`config.mk`:
```
export PLATFORM = sky130hd
export DESIGN_NAME = tournament_barrier_node_core
export DESIGN_NICKNAME = d
export VERILOG_FILES = /design/src/hdl/tbn_pkg.sv /design/src/hdl/tbn_ctrl.sv /design/src/hdl/tbn_datapath.sv /design/src/hdl/tournament_barrier_node_core.sv
export SDC_FILE = /design/constraint.sdc
export NUM_CORES = 1
export LEC_CHECK = 0
export BUFFER_PORTS_ARGS = -buffer_cell sky130_fd_sc_hd__buf_2
export CAP_MARGIN = 5
export CORE_ASPECT_RATIO = 1.2
export CORE_UTILIZATION = 30
export DETAILED_ROUTE_END_ITERATION = 8
export SLEW_MARGIN = 20
export SYNTH_ARGS = -nofsm -noshare
export SYNTH_HDL_FRONTEND = slang
export SYNTH_HIERARCHICAL = 1
export SYNTH_SLANG_ARGS = --single-unit
```
`constraint.sdc`:
```
create_clock -name clock -period 5.5 [get_ports clock]
set_clock_uncertainty 0.1 [all_clocks]
set_input_delay 1.1 -clock clock [delete_from_list [all_inputs] [get_ports clock]]
set_output_delay 1.1 -clock clock [all_outputs]
set_load 0.005 [all_outputs]
```
`src/hdl/tbn_pkg.sv`:
```
// shared types, codes and role logic for the tournament barrier node
package tbn_pkg;

   localparam int NODE_LIMIT   = 64;
   localparam int MAX_NODES_DEF = 64;
   localparam int ROUND_MAX    = 6;

   // role of this node in one round
   localparam logic [2:0] ROLE_NONE     = 3'd0;
   localparam logic [2:0] ROLE_BYE      = 3'd1;
   localparam logic [2:0] ROLE_WINNER   = 3'd2;
   localparam logic [2:0] ROLE_LOSER    = 3'd3;
   localparam logic [2:0] ROLE_CHAMPION = 3'd4;

   // result kinds
   localparam logic [1:0] KIND_SEND    = 2'd0;
   localparam logic [1:0] KIND_RELEASE = 2'd1;
   localparam logic [1:0] KIND_DROP    = 2'd2;

   // round walker operations
   localparam logic [1:0] KOP_HOLD = 2'd0;
   localparam logic [1:0] KOP_INC  = 2'd1;
   localparam logic [1:0] KOP_DEC  = 2'd2;
   localparam logic [1:0] KOP_ZERO = 2'd3;

   // config register indexes
   localparam logic CSR_NODE_COUNT = 1'b0;
   localparam logic CSR_NODE_RANK  = 1'b1;

   typedef struct packed {
      logic [2:0] role;
      logic [5:0] opp;
   } role_type;

   typedef struct packed {
      logic       load;
      logic [1:0] k_op;
      logic       emit;
      logic [1:0] emit_kind;
      logic       emit_last;
      logic       pend_set;
      logic       pend_clr;
      logic       wait_set;
      logic       wait_clr;
   } ctl_cmd_type;

   typedef struct packed {
      logic       cmd_msg;
      logic       waiting;
      logic       k_eq_cur;
      logic       msg_ok;
      logic       valid_rank;
      logic       k_gt_rounds;
      logic       k_zero;
      logic [2:0] role;
      logic       pend_k;
      logic       out_free;
   } dp_stat_type;

   // role and opponent of a node in round k
   function automatic role_type role_calc(input logic [2:0] k, input logic [6:0] n,
                                          input logic [5:0] rk);
      role_type   res;
      logic [7:0] full;
      logic [7:0] half;
      logic [7:0] m;
      logic [7:0] sum;
      logic [7:0] diff;
      full = 8'd1 << k;
      half = full >> 1;
      m    = {2'b00, rk} & (full - 8'd1);
      sum  = {2'b00, rk} + half;
      diff = {2'b00, rk} - half;
      res.role = ROLE_NONE;
      res.opp  = 6'd0;
      if (k == 3'd0 || k == 3'd7) begin
         res.role = ROLE_NONE;
      end else if (m == 8'd0 && sum >= {1'b0, n}) begin
         res.role = ROLE_BYE;
      end else if (m == 8'd0 && full < {1'b0, n}) begin
         res.role = ROLE_WINNER;
         res.opp  = sum[5:0];
      end else if (m == half) begin
         res.role = ROLE_LOSER;
         res.opp  = diff[5:0];
      end else if (rk == 6'd0 && full >= {1'b0, n}) begin
         res.role = ROLE_CHAMPION;
         res.opp  = half[5:0];
      end
      return res;
   endfunction

   // number of rounds: smallest r with 2^r >= n
   function automatic logic [2:0] round_total(input logic [6:0] n);
      logic [2:0] r;
      r = 3'd0;
      for (int i = 0; i < ROUND_MAX; i++) begin
         if ((8'd1 << i) < {1'b0, n}) r = 3'(i + 1);
      end
      return r;
   endfunction

endpackage

```
`src/hdl/tbn_ctrl.sv`:
```
// round sequencer state machine of the barrier node
module tbn_ctrl import tbn_pkg::*; (
   input  logic        clock,
   input  logic        reset,
   input  logic        in_accept,
   input  dp_stat_type stat,
   output ctl_cmd_type cmd,
   output logic        busy
);

   localparam logic [1:0] ST_IDLE    = 2'd0;
   localparam logic [1:0] ST_DECODE  = 2'd1;
   localparam logic [1:0] ST_CLIMB   = 2'd2;
   localparam logic [1:0] ST_DESCEND = 2'd3;

   logic [1:0] state_ff;
   logic [1:0] state_in;

   assign busy = (state_ff != ST_IDLE);

   always_comb begin
      state_in = state_ff;
      cmd      = '0;
      case (state_ff)
         ST_IDLE: begin
            if (in_accept) begin
               cmd.load = 1'b1;
               state_in = ST_DECODE;
            end
         end
         ST_DECODE: begin
            if (!stat.cmd_msg) begin
               // arrive
               if (stat.waiting) begin
                  state_in = ST_IDLE;
               end else if (!stat.valid_rank) begin
                  cmd.k_op = KOP_ZERO;
                  state_in = ST_DESCEND;
               end else begin
                  state_in = ST_CLIMB;
               end
            end else if (!stat.msg_ok || (!(stat.waiting && stat.k_eq_cur) && stat.pend_k)) begin
               if (stat.out_free) begin
                  cmd.emit      = 1'b1;
                  cmd.emit_kind = KIND_DROP;
                  cmd.emit_last = 1'b1;
                  state_in      = ST_IDLE;
               end
            end else if (stat.waiting && stat.k_eq_cur) begin
               if (stat.role == ROLE_WINNER) begin
                  cmd.k_op = KOP_INC;
                  state_in = ST_CLIMB;
               end else if (stat.role == ROLE_LOSER) begin
                  cmd.k_op = KOP_DEC;
                  state_in = ST_DESCEND;
               end else if (stat.out_free) begin
                  cmd.emit      = 1'b1;
                  cmd.emit_kind = KIND_SEND;
                  cmd.k_op      = KOP_DEC;
                  state_in      = ST_DESCEND;
               end
            end else begin
               // early message, latch it
               cmd.pend_set = 1'b1;
               state_in     = ST_IDLE;
            end
         end
         ST_CLIMB: begin
            if (stat.k_gt_rounds) begin
               cmd.k_op = KOP_ZERO;
               state_in = ST_DESCEND;
            end else begin
               case (stat.role)
                  ROLE_WINNER: begin
                     if (stat.pend_k) begin
                        cmd.pend_clr = 1'b1;
                        cmd.k_op     = KOP_INC;
                     end else begin
                        cmd.wait_set = 1'b1;
                        state_in     = ST_IDLE;
                     end
                  end
                  ROLE_LOSER: begin
                     if (stat.out_free) begin
                        cmd.emit      = 1'b1;
                        cmd.emit_kind = KIND_SEND;
                        cmd.emit_last = !stat.pend_k;
                        if (stat.pend_k) begin
                           cmd.pend_clr = 1'b1;
                           cmd.k_op     = KOP_DEC;
                           state_in     = ST_DESCEND;
                        end else begin
                           cmd.wait_set = 1'b1;
                           state_in     = ST_IDLE;
                        end
                     end
                  end
                  ROLE_CHAMPION: begin
                     if (!stat.pend_k) begin
                        cmd.wait_set = 1'b1;
                        state_in     = ST_IDLE;
                     end else if (stat.out_free) begin
                        cmd.emit      = 1'b1;
                        cmd.emit_kind = KIND_SEND;
                        cmd.pend_clr  = 1'b1;
                        cmd.k_op      = KOP_DEC;
                        state_in      = ST_DESCEND;
                     end
                  end
                  default: begin
                     cmd.k_op = KOP_INC;
                  end
               endcase
            end
         end
         ST_DESCEND: begin
            if (stat.k_zero) begin
               if (stat.out_free) begin
                  cmd.emit      = 1'b1;
                  cmd.emit_kind = KIND_RELEASE;
                  cmd.emit_last = 1'b1;
                  cmd.wait_clr  = 1'b1;
                  state_in      = ST_IDLE;
               end
            end else if (stat.role == ROLE_WINNER) begin
               if (stat.out_free) begin
                  cmd.emit      = 1'b1;
                  cmd.emit_kind = KIND_SEND;
                  cmd.k_op      = KOP_DEC;
               end
            end else begin
               cmd.k_op = KOP_DEC;
            end
         end
         default: begin
            state_in = ST_IDLE;
         end
      endcase
   end

   always_ff @(posedge clock) begin
      if (reset) begin
         state_ff <= ST_IDLE;
      end else begin
         state_ff <= state_in;
      end
   end

endmodule

```
`src/hdl/tbn_datapath.sv`:
```
// config, round state, role unit and result register of the barrier node
module tbn_datapath import tbn_pkg::*; #(
   parameter int MAX_NODES = MAX_NODES_DEF
) (
   input  logic        clock,
   input  logic        reset,
   input  ctl_cmd_type cmd,
   output dp_stat_type stat,
   input  logic        req_cmd,
   input  logic [2:0]  req_msg_round,
   input  logic [5:0]  req_msg_source,
   input  logic        cfg_write,
   input  logic        cfg_index,
   input  logic [6:0]  cfg_data,
   output logic        rsp_valid,
   input  logic        rsp_stall,
   output logic [1:0]  rsp_kind,
   output logic [5:0]  rsp_dest_rank,
   output logic [2:0]  rsp_round_tag,
   output logic        rsp_last
);

   localparam int         CAP   = (MAX_NODES < NODE_LIMIT) ? MAX_NODES : NODE_LIMIT;
   localparam logic [6:0] CAP_V = 7'(CAP);

   logic [6:0] count_ff, count_in;
   logic [5:0] rank_ff, rank_in;
   logic       wait_ff, wait_in;
   logic [2:0] cur_ff, cur_in;
   logic [5:0] pend_ff, pend_in;
   logic [2:0] k_ff, k_in;
   logic       cmd_ff;
   logic [5:0] src_ff;
   logic       valid_ff, valid_in;
   logic [1:0] kind_ff;
   logic [5:0] dest_ff;
   logic [2:0] tag_ff;
   logic       last_ff;

   logic [6:0] n_eff;
   logic [2:0] rounds;
   role_type   rk_info;
   logic       k_in_range;
   logic [2:0] k_idx;

   assign n_eff      = (count_ff == 7'd0) ? 7'd1 : ((count_ff > CAP_V) ? CAP_V : count_ff);
   assign rounds     = round_total(n_eff);
   assign rk_info    = role_calc(k_ff, n_eff, rank_ff);
   assign k_in_range = (k_ff >= 3'd1) && (k_ff <= 3'(ROUND_MAX));
   assign k_idx      = k_ff - 3'd1;

   always_comb begin
      stat             = '0;
      stat.cmd_msg     = cmd_ff;
      stat.waiting     = wait_ff;
      stat.k_eq_cur    = (k_ff == cur_ff);
      stat.valid_rank  = ({1'b0, rank_ff} < n_eff);
      stat.k_gt_rounds = (k_ff > rounds);
      stat.k_zero      = (k_ff == 3'd0);
      stat.role        = rk_info.role;
      stat.pend_k      = k_in_range ? pend_ff[k_idx] : 1'b0;
      stat.out_free    = !valid_ff || !rsp_stall;
      stat.msg_ok      = stat.valid_rank && (k_ff >= 3'd1) && (k_ff <= rounds)
                         && (rk_info.role == ROLE_WINNER || rk_info.role == ROLE_LOSER
                             || rk_info.role == ROLE_CHAMPION)
                         && (rk_info.opp == src_ff);
   end

   always_comb begin
      count_in = count_ff;
      rank_in  = rank_ff;
      wait_in  = wait_ff;
      cur_in   = cur_ff;
      pend_in  = pend_ff;
      if (cmd.pend_set && k_in_range) pend_in[k_idx] = 1'b1;
      if (cmd.pend_clr && k_in_range) pend_in[k_idx] = 1'b0;
      if (cmd.wait_set) begin
         wait_in = 1'b1;
         cur_in  = k_ff;
      end
      if (cmd.wait_clr) begin
         wait_in = 1'b0;
         cur_in  = 3'd0;
      end
      if (cfg_write) begin
         case (cfg_index)
            CSR_NODE_COUNT: count_in = cfg_data;
            CSR_NODE_RANK:  rank_in  = cfg_data[5:0];
            default:        count_in = count_ff;
         endcase
         wait_in = 1'b0;
         cur_in  = 3'd0;
         pend_in = '0;
      end
   end

   always_comb begin
      case (cmd.k_op)
         KOP_INC:  k_in = k_ff + 3'd1;
         KOP_DEC:  k_in = k_ff - 3'd1;
         KOP_ZERO: k_in = 3'd0;
         default:  k_in = k_ff;
      endcase
      if (cmd.load) k_in = req_cmd ? req_msg_round : 3'd1;
   end

   always_comb begin
      valid_in = valid_ff;
      if (cmd.emit) begin
         valid_in = 1'b1;
      end else if (!rsp_stall) begin
         valid_in = 1'b0;
      end
   end

   always_ff @(posedge clock) begin
      if (reset) begin
         count_ff <= 7'd8;
         rank_ff  <= 6'd0;
         wait_ff  <= 1'b0;
         cur_ff   <= 3'd0;
         pend_ff  <= '0;
         valid_ff <= 1'b0;
      end else begin
         count_ff <= count_in;
         rank_ff  <= rank_in;
         wait_ff  <= wait_in;
         cur_ff   <= cur_in;
         pend_ff  <= pend_in;
         valid_ff <= valid_in;
      end
   end

   always_ff @(posedge clock) begin
      k_ff <= k_in;
      if (cmd.load) begin
         cmd_ff <= req_cmd;
         src_ff <= req_msg_source;
      end
      if (cmd.emit) begin
         kind_ff <= cmd.emit_kind;
         last_ff <= cmd.emit_last;
         if (cmd.emit_kind == KIND_SEND) begin
            dest_ff <= rk_info.opp;
            tag_ff  <= k_ff;
         end else begin
            dest_ff <= 6'd0;
            tag_ff  <= 3'd0;
         end
      end
   end

   assign rsp_valid     = valid_ff;
   assign rsp_kind      = kind_ff;
   assign rsp_dest_rank = dest_ff;
   assign rsp_round_tag = tag_ff;
   assign rsp_last      = last_ff;

endmodule

```
`src/hdl/tournament_barrier_node_core.sv`:
```
// top level of one tournament barrier node
//
//  channel   handshake            payload
//  req_      req_valid/req_stall  req_cmd, req_msg_round, req_msg_source
//  rsp_      rsp_valid/rsp_stall  rsp_kind, rsp_dest_rank, rsp_round_tag, rsp_last
//  csr_      csr_valid/csr_ready  csr_index, csr_wdata
//
// one item at a time: accept, a decode step, then one step per round visited
// on the way up and on the way down; no new item is taken until the walk ends
// the round walker emits at most one result per cycle into the result register
// a stalled result register holds the walker on any step that emits
// reset (synchronous) restores node_count 8, rank 0, idle, no latched messages
module tournament_barrier_node_core import tbn_pkg::*; #(
   parameter int MAX_NODES = MAX_NODES_DEF
) (
   input  logic       clock,
   input  logic       reset,
   // input items
   input  logic       req_valid,
   output logic       req_stall,
   input  logic       req_cmd,
   input  logic [2:0] req_msg_round,
   input  logic [5:0] req_msg_source,
   // result items
   output logic       rsp_valid,
   input  logic       rsp_stall,
   output logic [1:0] rsp_kind,
   output logic [5:0] rsp_dest_rank,
   output logic [2:0] rsp_round_tag,
   output logic       rsp_last,
   // config writes
   input  logic       csr_valid,
   output logic       csr_ready,
   input  logic       csr_index,
   input  logic [6:0] csr_wdata
);

   ctl_cmd_type cmd;
   dp_stat_type stat;
   logic        busy;
   logic        in_accept;
   logic        cfg_write;

   // items are taken only while the sequencer sits idle
   assign req_stall = busy;
   assign in_accept = req_valid && !busy;

   // config writes land only between items
   assign csr_ready = !busy;
   assign cfg_write = csr_valid && csr_ready;

   // sequencer: decode, climb the rounds, descend with wake-ups
   tbn_ctrl u_ctrl (
      .clock     (clock),
      .reset     (reset),
      .in_accept (in_accept),
      .stat      (stat),
      .cmd       (cmd),
      .busy      (busy)
   );

   // config, pending flags, role unit, result register
   tbn_datapath #(
      .MAX_NODES (MAX_NODES)
   ) u_datapath (
      .clock          (clock),
      .reset          (reset),
      .cmd            (cmd),
      .stat           (stat),
      .req_cmd        (req_cmd),
      .req_msg_round  (req_msg_round),
      .req_msg_source (req_msg_source),
      .cfg_write      (cfg_write),
      .cfg_index      (csr_index),
      .cfg_data       (csr_wdata),
      .rsp_valid      (rsp_valid),
      .rsp_stall      (rsp_stall),
      .rsp_kind       (rsp_kind),
      .rsp_dest_rank  (rsp_dest_rank),
      .rsp_round_tag  (rsp_round_tag),
      .rsp_last       (rsp_last)
   );

`ifndef SYNTHESIS
   // an accepted item always enters the decode state
   a_accept_busy: assert property (@(posedge clock) disable iff (reset)
      (req_valid && !req_stall) |=> req_stall)
      else $error("item accepted but sequencer not busy next cycle");

   // release and drop carry no destination or tag
   a_nonsend_zero: assert property (@(posedge clock) disable iff (reset)
      (rsp_valid && rsp_kind != KIND_SEND) |-> (rsp_dest_rank == 6'd0 && rsp_round_tag == 3'd0))
      else $error("non-send result with destination or tag");

   // release and drop always end an item
   a_final_last: assert property (@(posedge clock) disable iff (reset)
      (rsp_valid && (rsp_kind == KIND_RELEASE || rsp_kind == KIND_DROP)) |-> rsp_last)
      else $error("release or drop without last");
`endif

endmodule
```
==> impl_metrics.prom <==
# TYPE chip_impl_metric gauge
chip_impl_metric{name="timing.final.hold_violations",unit=""} 0
chip_impl_metric{name="worst-endpoint-arrival",unit="ns"} 5.24
chip_impl_metric{name="synth.ff_latch_count",unit=""} 48
chip_impl_metric{name="sequential_cell_area",unit="um^2"} 1181
chip_impl_metric{name="share_seq_of_total_power",unit="%"} 16.7
chip_impl_metric{name="fp.dieArea",unit="um^2"} 15040
chip_impl_metric{name="post_route_cells_drive_above_1_share",unit="%"} 24.48
chip_impl_metric{name="post-dp-hpwl",unit="um"} 9720
chip_impl_metric{name="gp_congestion",unit=""} 0.8792
chip_impl_metric{name="cts.path.max_buffers",unit=""} 2
chip_impl_metric{name="synth.yosys.warnings",unit=""} 6
chip_impl_metric{name="floorplan.rows",unit=""} 47
chip_impl_metric{name="clockPowerShare",unit="%"} 11.5
chip_impl_metric{name="chipHeight",unit="um"} 134.1
chip_impl_metric{name="timing.slew.headroom",unit="%"} 44.43
chip_impl_metric{name="critPathRequiredTime",unit="ns"} 5.45
chip_impl_metric{name="cellInternalPower",unit="W"} 0.001804
chip_impl_metric{name="layout_setup_ws",unit="ns"} 0.2172
chip_impl_metric{name="placeableCoreArea",unit="um^2"} 14000
chip_impl_metric{name="worst_skew_pair_latency",unit="ns"} 0.30
chip_impl_metric{name="min_period",unit="ns"} 5.283
chip_impl_metric{name="synth_enable_flop_cells",unit=""} 22
chip_impl_metric{name="yosysSeqAreaShare",unit="%"} 27.06
chip_impl_metric{name="p_comb_share",unit="%"} 71.8
chip_impl_info{name="min-delay-path-class",value="reg -> reg"} 1
chip_impl_metric{name="synth_cell_type_count",unit=""} 84
chip_impl_metric{name="detail_route.first_pass.iterations",unit=""} 6
chip_impl_info{name="failed_checks",value="design-rule violations"} 1
chip_impl_info{name="synth_ff_type",value="sky130_fd_sc_hd__dfxtp_1"} 1
chip_impl_metric{name="floorplan_die_width",unit="um"} 112.1
chip_impl_metric{name="synth_area_per_cell",unit="um^2"} 8.409
chip_impl_info{name="cp_slowest_cell",value="sky130_fd_sc_hd__edfxtp_1"} 1
chip_impl_metric{name="synth_fp_nets",unit=""} 584
chip_impl_metric{name="start_util",unit="%"} 31.18
chip_impl_metric{name="multi_input_comb_area",unit="um^2"} 3043
chip_impl_metric{name="critical_path.max_stage_delay",unit="ns"} 0.38
chip_impl_metric{name="p_switching",unit="W"} 0.001682
chip_impl_metric{name="diodes",unit=""} 0
chip_impl_metric{name="syn_inst",unit=""} 519
chip_impl_metric{name="grt-ovfl-total",unit=""} 0
chip_impl_metric{name="postRouteAntennaNets",unit=""} 0
chip_impl_info{name="outcome",value="finished with violations"} 1
chip_impl_info{name="critical-path-top-cell-by-count",value="sky130_fd_sc_hd__ha_1"} 1
chip_impl_metric{name="grt_pass1_wl",unit="um"} 20370
chip_impl_metric{name="asyncSetResetFlopFracSynth",unit="%"} 0
chip_impl_metric{name="path_max_fanout",unit=""} 12
chip_impl_metric{name="fill_cells",unit=""} 1404
chip_impl_metric{name="timing.final.max_slew_violations",unit=""} 0
chip_impl_metric{name="via_count",unit=""} 4187
chip_impl_metric{name="pre_cts_ws",unit="ns"} -0.1077
chip_impl_metric{name="drcViolationCount",unit=""} 1
chip_impl_metric{name="number_of_global_route_vias_before_repair",unit=""} 4198
chip_impl_metric{name="cts_made_buffers",unit=""} 5
chip_impl_metric{name="finalSetupViolCount",unit=""} 0
chip_impl_metric{name="power_per_cell_area",unit="nW/um^2"} 659.4
chip_impl_metric{name="grt_max_degree",unit=""} 23
chip_impl_info{name="mostFrequentLayoutCells",value="sky130_fd_sc_hd__nor2_1, sky130_fd_sc_hd__buf_4, sky130_fd_sc_hd__buf_2"} 1
chip_impl_metric{name="port-buffer-count",unit=""} 37
chip_impl_metric{name="count_of_non_filler_cells_in_the_finished_layout",unit=""} 751
chip_impl_metric{name="clkSinkCount",unit=""} 48
chip_impl_metric{name="max_freq",unit="MHz"} 189.3
chip_impl_metric{name="maxCapViolCount",unit=""} 0
chip_impl_metric{name="htreeDepth",unit=""} 2
chip_impl_metric{name="grt.total_usage",unit="%"} 17.00
chip_impl_info{name="path_class",value="reg -> reg"} 1
chip_impl_metric{name="timing.final.crit_share",unit="%"} 96.05
chip_impl_info{name="cell_at_the_root_of_the_clock_tree",value="sky130_fd_sc_hd__clkbuf_16"} 1
chip_impl_metric{name="syn2layout_area_growth",unit="%"} 21.13
chip_impl_metric{name="clkSlewWorstSetupHoldPaths",unit="ns"} 0.07
chip_impl_metric{name="cellLeakagePower",unit="nW"} 2.125
chip_impl_info{name="layout_commonest_cell",value="sky130_fd_sc_hd__nor2_1"} 1
chip_impl_metric{name="wirelength",unit="um"} 12650
chip_impl_info{name="clock_tree_from_tritoncts",value="built"} 1
chip_impl_metric{name="actual_transition_at_the_worst_max_transition_pin",unit="ns"} 0.8305
chip_impl_metric{name="drt_first_iter_violations",unit=""} 286
chip_impl_metric{name="ioPinCount",unit=""} 38
chip_impl_info{name="crit_path_end_kind",value="flip-flop"} 1
chip_impl_metric{name="route.detailed.vias_per_inst",unit=""} 5.575
chip_impl_metric{name="number_of_antenna_violations_at_the_first_check_in_global_routing",unit=""} 0
chip_impl_metric{name="route.detailed.wl_per_inst",unit="um"} 16.85
chip_impl_info{name="setup.worst_path.start_class",value="flip-flop"} 1
chip_impl_metric{name="nNetsFinal",unit=""} 644
chip_impl_metric{name="swShare",unit="%"} 48.25
chip_impl_metric{name="peakVddDrop",unit="mV"} 0.2022
chip_impl_metric{name="post_synth_instance_area",unit="um^2"} 4364
chip_impl_metric{name="postLayoutCoreUtil",unit="%"} 37.77
chip_impl_metric{name="cts-hold-fix-buffers",unit=""} 0
chip_impl_metric{name="placed_cells",unit=""} 730
-- registers in the layout, indices dropped and copies added (netlist names) --
name	cells
u_datapath/rsp_valid	1
u_datapath/pend_ff	6
u_datapath/cur_ff	3
u_datapath/cmd_ff	1
u_datapath/rsp_round_tag	3
u_datapath/rsp_dest_rank	6
u_datapath/k_ff	3
u_datapath/wait_ff	1
u_datapath/count_ff	7
u_datapath/rank_ff	6
u_datapath/rsp_kind	2
u_ctrl/state_ff	2
u_datapath/rsp_last	1
u_datapath/src_ff	6
-- worst paths after layout --
kind,from,endpoint,slack [ns],cells past startpoint
max,u_datapath/k_ff[0],u_datapath/k_ff[0],0.22,25
max reg2reg,u_datapath/k_ff[0],u_datapath/k_ff[0],0.22,25
min,u_datapath/cur_ff[2],u_datapath/cur_ff[2],0.42,2
min reg2reg,u_datapath/cur_ff[2],u_datapath/cur_ff[2],0.42,2
-- cell usage after synthesis, drive strengths merged (3+ instances only) --
cell,instances,area (um^2)
nand3b,3,22.52
a2111oi,4,41.29
a311oi,10,100.1
and4,4,37.54
o21ai,18,90.09
mux2i,11,110.1
buf,19,138.9
nor2b,14,87.58
or3,6,43.79
edfxtp,22,660.6
nor3b,5,48.80
o211ai,5,37.54
clkbuf,11,41.29
a211oi,11,82.58
a21o,6,45.04
o22ai,3,18.77
dfxtp,26,520.5
ha,41,513.0
nor2,55,206.5
and2,8,50.05
a211o,3,26.28
inv,32,120.1
nand3,13,65.06
a221oi,6,76.32
o221ai,3,32.53
nor3,20,115.1
nor4,3,18.77
o21a,8,60.06
nand2,35,131.4
a21oi,37,185.2
xor2,6,52.55
a31oi,9,56.30
nand2b,8,50.05
xnor2,7,61.31
-- cell type report --
type                            instances  share of cell area (%)
Multi-Input combinational cell        408                   57.56
Sequential cell                        48                   22.34
Timing Repair Buffer                   83                   10.04
Tap cell                              171                   4.047
Clock buffer                            5                   2.367
Inverter                               33                   2.343
Clock inverter                          3                   1.302
-- cell families (layout without fill, tap and decap cells) --
logic type / count (synthesis) / in the layout / synth area share, %
adder cells (fa/ha/maj): 42 / 42 / 12.21
AO/OA/AOI/OAI: 150 / 150 / 25.20
XOR/XNOR: 13 / 13 / 2.609
buffers and inverters: 63 / 124 / 6.966
flip-flops: 48 / 48 / 27.06
multiplexers: 12 / 12 / 2.781
AND/OR/NAND/NOR: 191 / 191 / 23.17
-- power groups by stage --
stage          sequential (W)  clock, W  combinational [W]
2_1_floorplan        0.000563         0            0.00168
6_report             0.000582  0.000400            0.00250
5_1_grt              0.000594  0.000421            0.00275
4_1_cts              0.000582  0.000410            0.00233
3_5_place_dp         0.000589         0            0.00226
3_3_place_gp         0.000589         0            0.00222
-- timing repair --
item	CTS	global route
pin swaps	1	8
buffers inserted	7	6
setup endpoints to repair	24	29
gates resized for setup	6	30
-- through the flow --
step | hold slack, ns | instance area (um^2) | total power, W | setup TNS, ns
CTS | 0.4194 | 5114 | 0.003321 | 0
global route | 0.4596 | 5286 | 0.003762 | -0.2562
floorplan | 0.3356 | 4372 | 0.002242 | 0
finish | 0.4207 | 5286 | 0.003486 | 0
global placement | 0.3904 | 4838 | 0.002812 | 0
detailed placement | 0.4047 | 4838 | 0.002846 | -1.339
-- routing by layer --
metal / GRT usage [%] / wire length [um] / up-vias
li1: - / - / 2039
met1: 18.65 / 5072 / 2002
met2: 30.81 / 6390 / 100
met3: 2.305 / 494 / 46
met4: 10.81 / 695 / 0
met5: 0 / 0 / -
-- critical path: cells and delay by family (launching register included) --
| kind | cells | cell delay [ns] |
|---|---|---|
| AO/OA/AOI/OAI | 11 | 2.04 |
| adder cells (fa/ha/maj) | 5 | 1.20 |
| AND/OR/NAND/NOR | 4 | 0.70 |
| buffers and inverters | 4 | 0.44 |
| flip-flops | 1 | 0.38 |
| XOR/XNOR | 1 | 0.17 |
(Power assumes the default switching activity.)
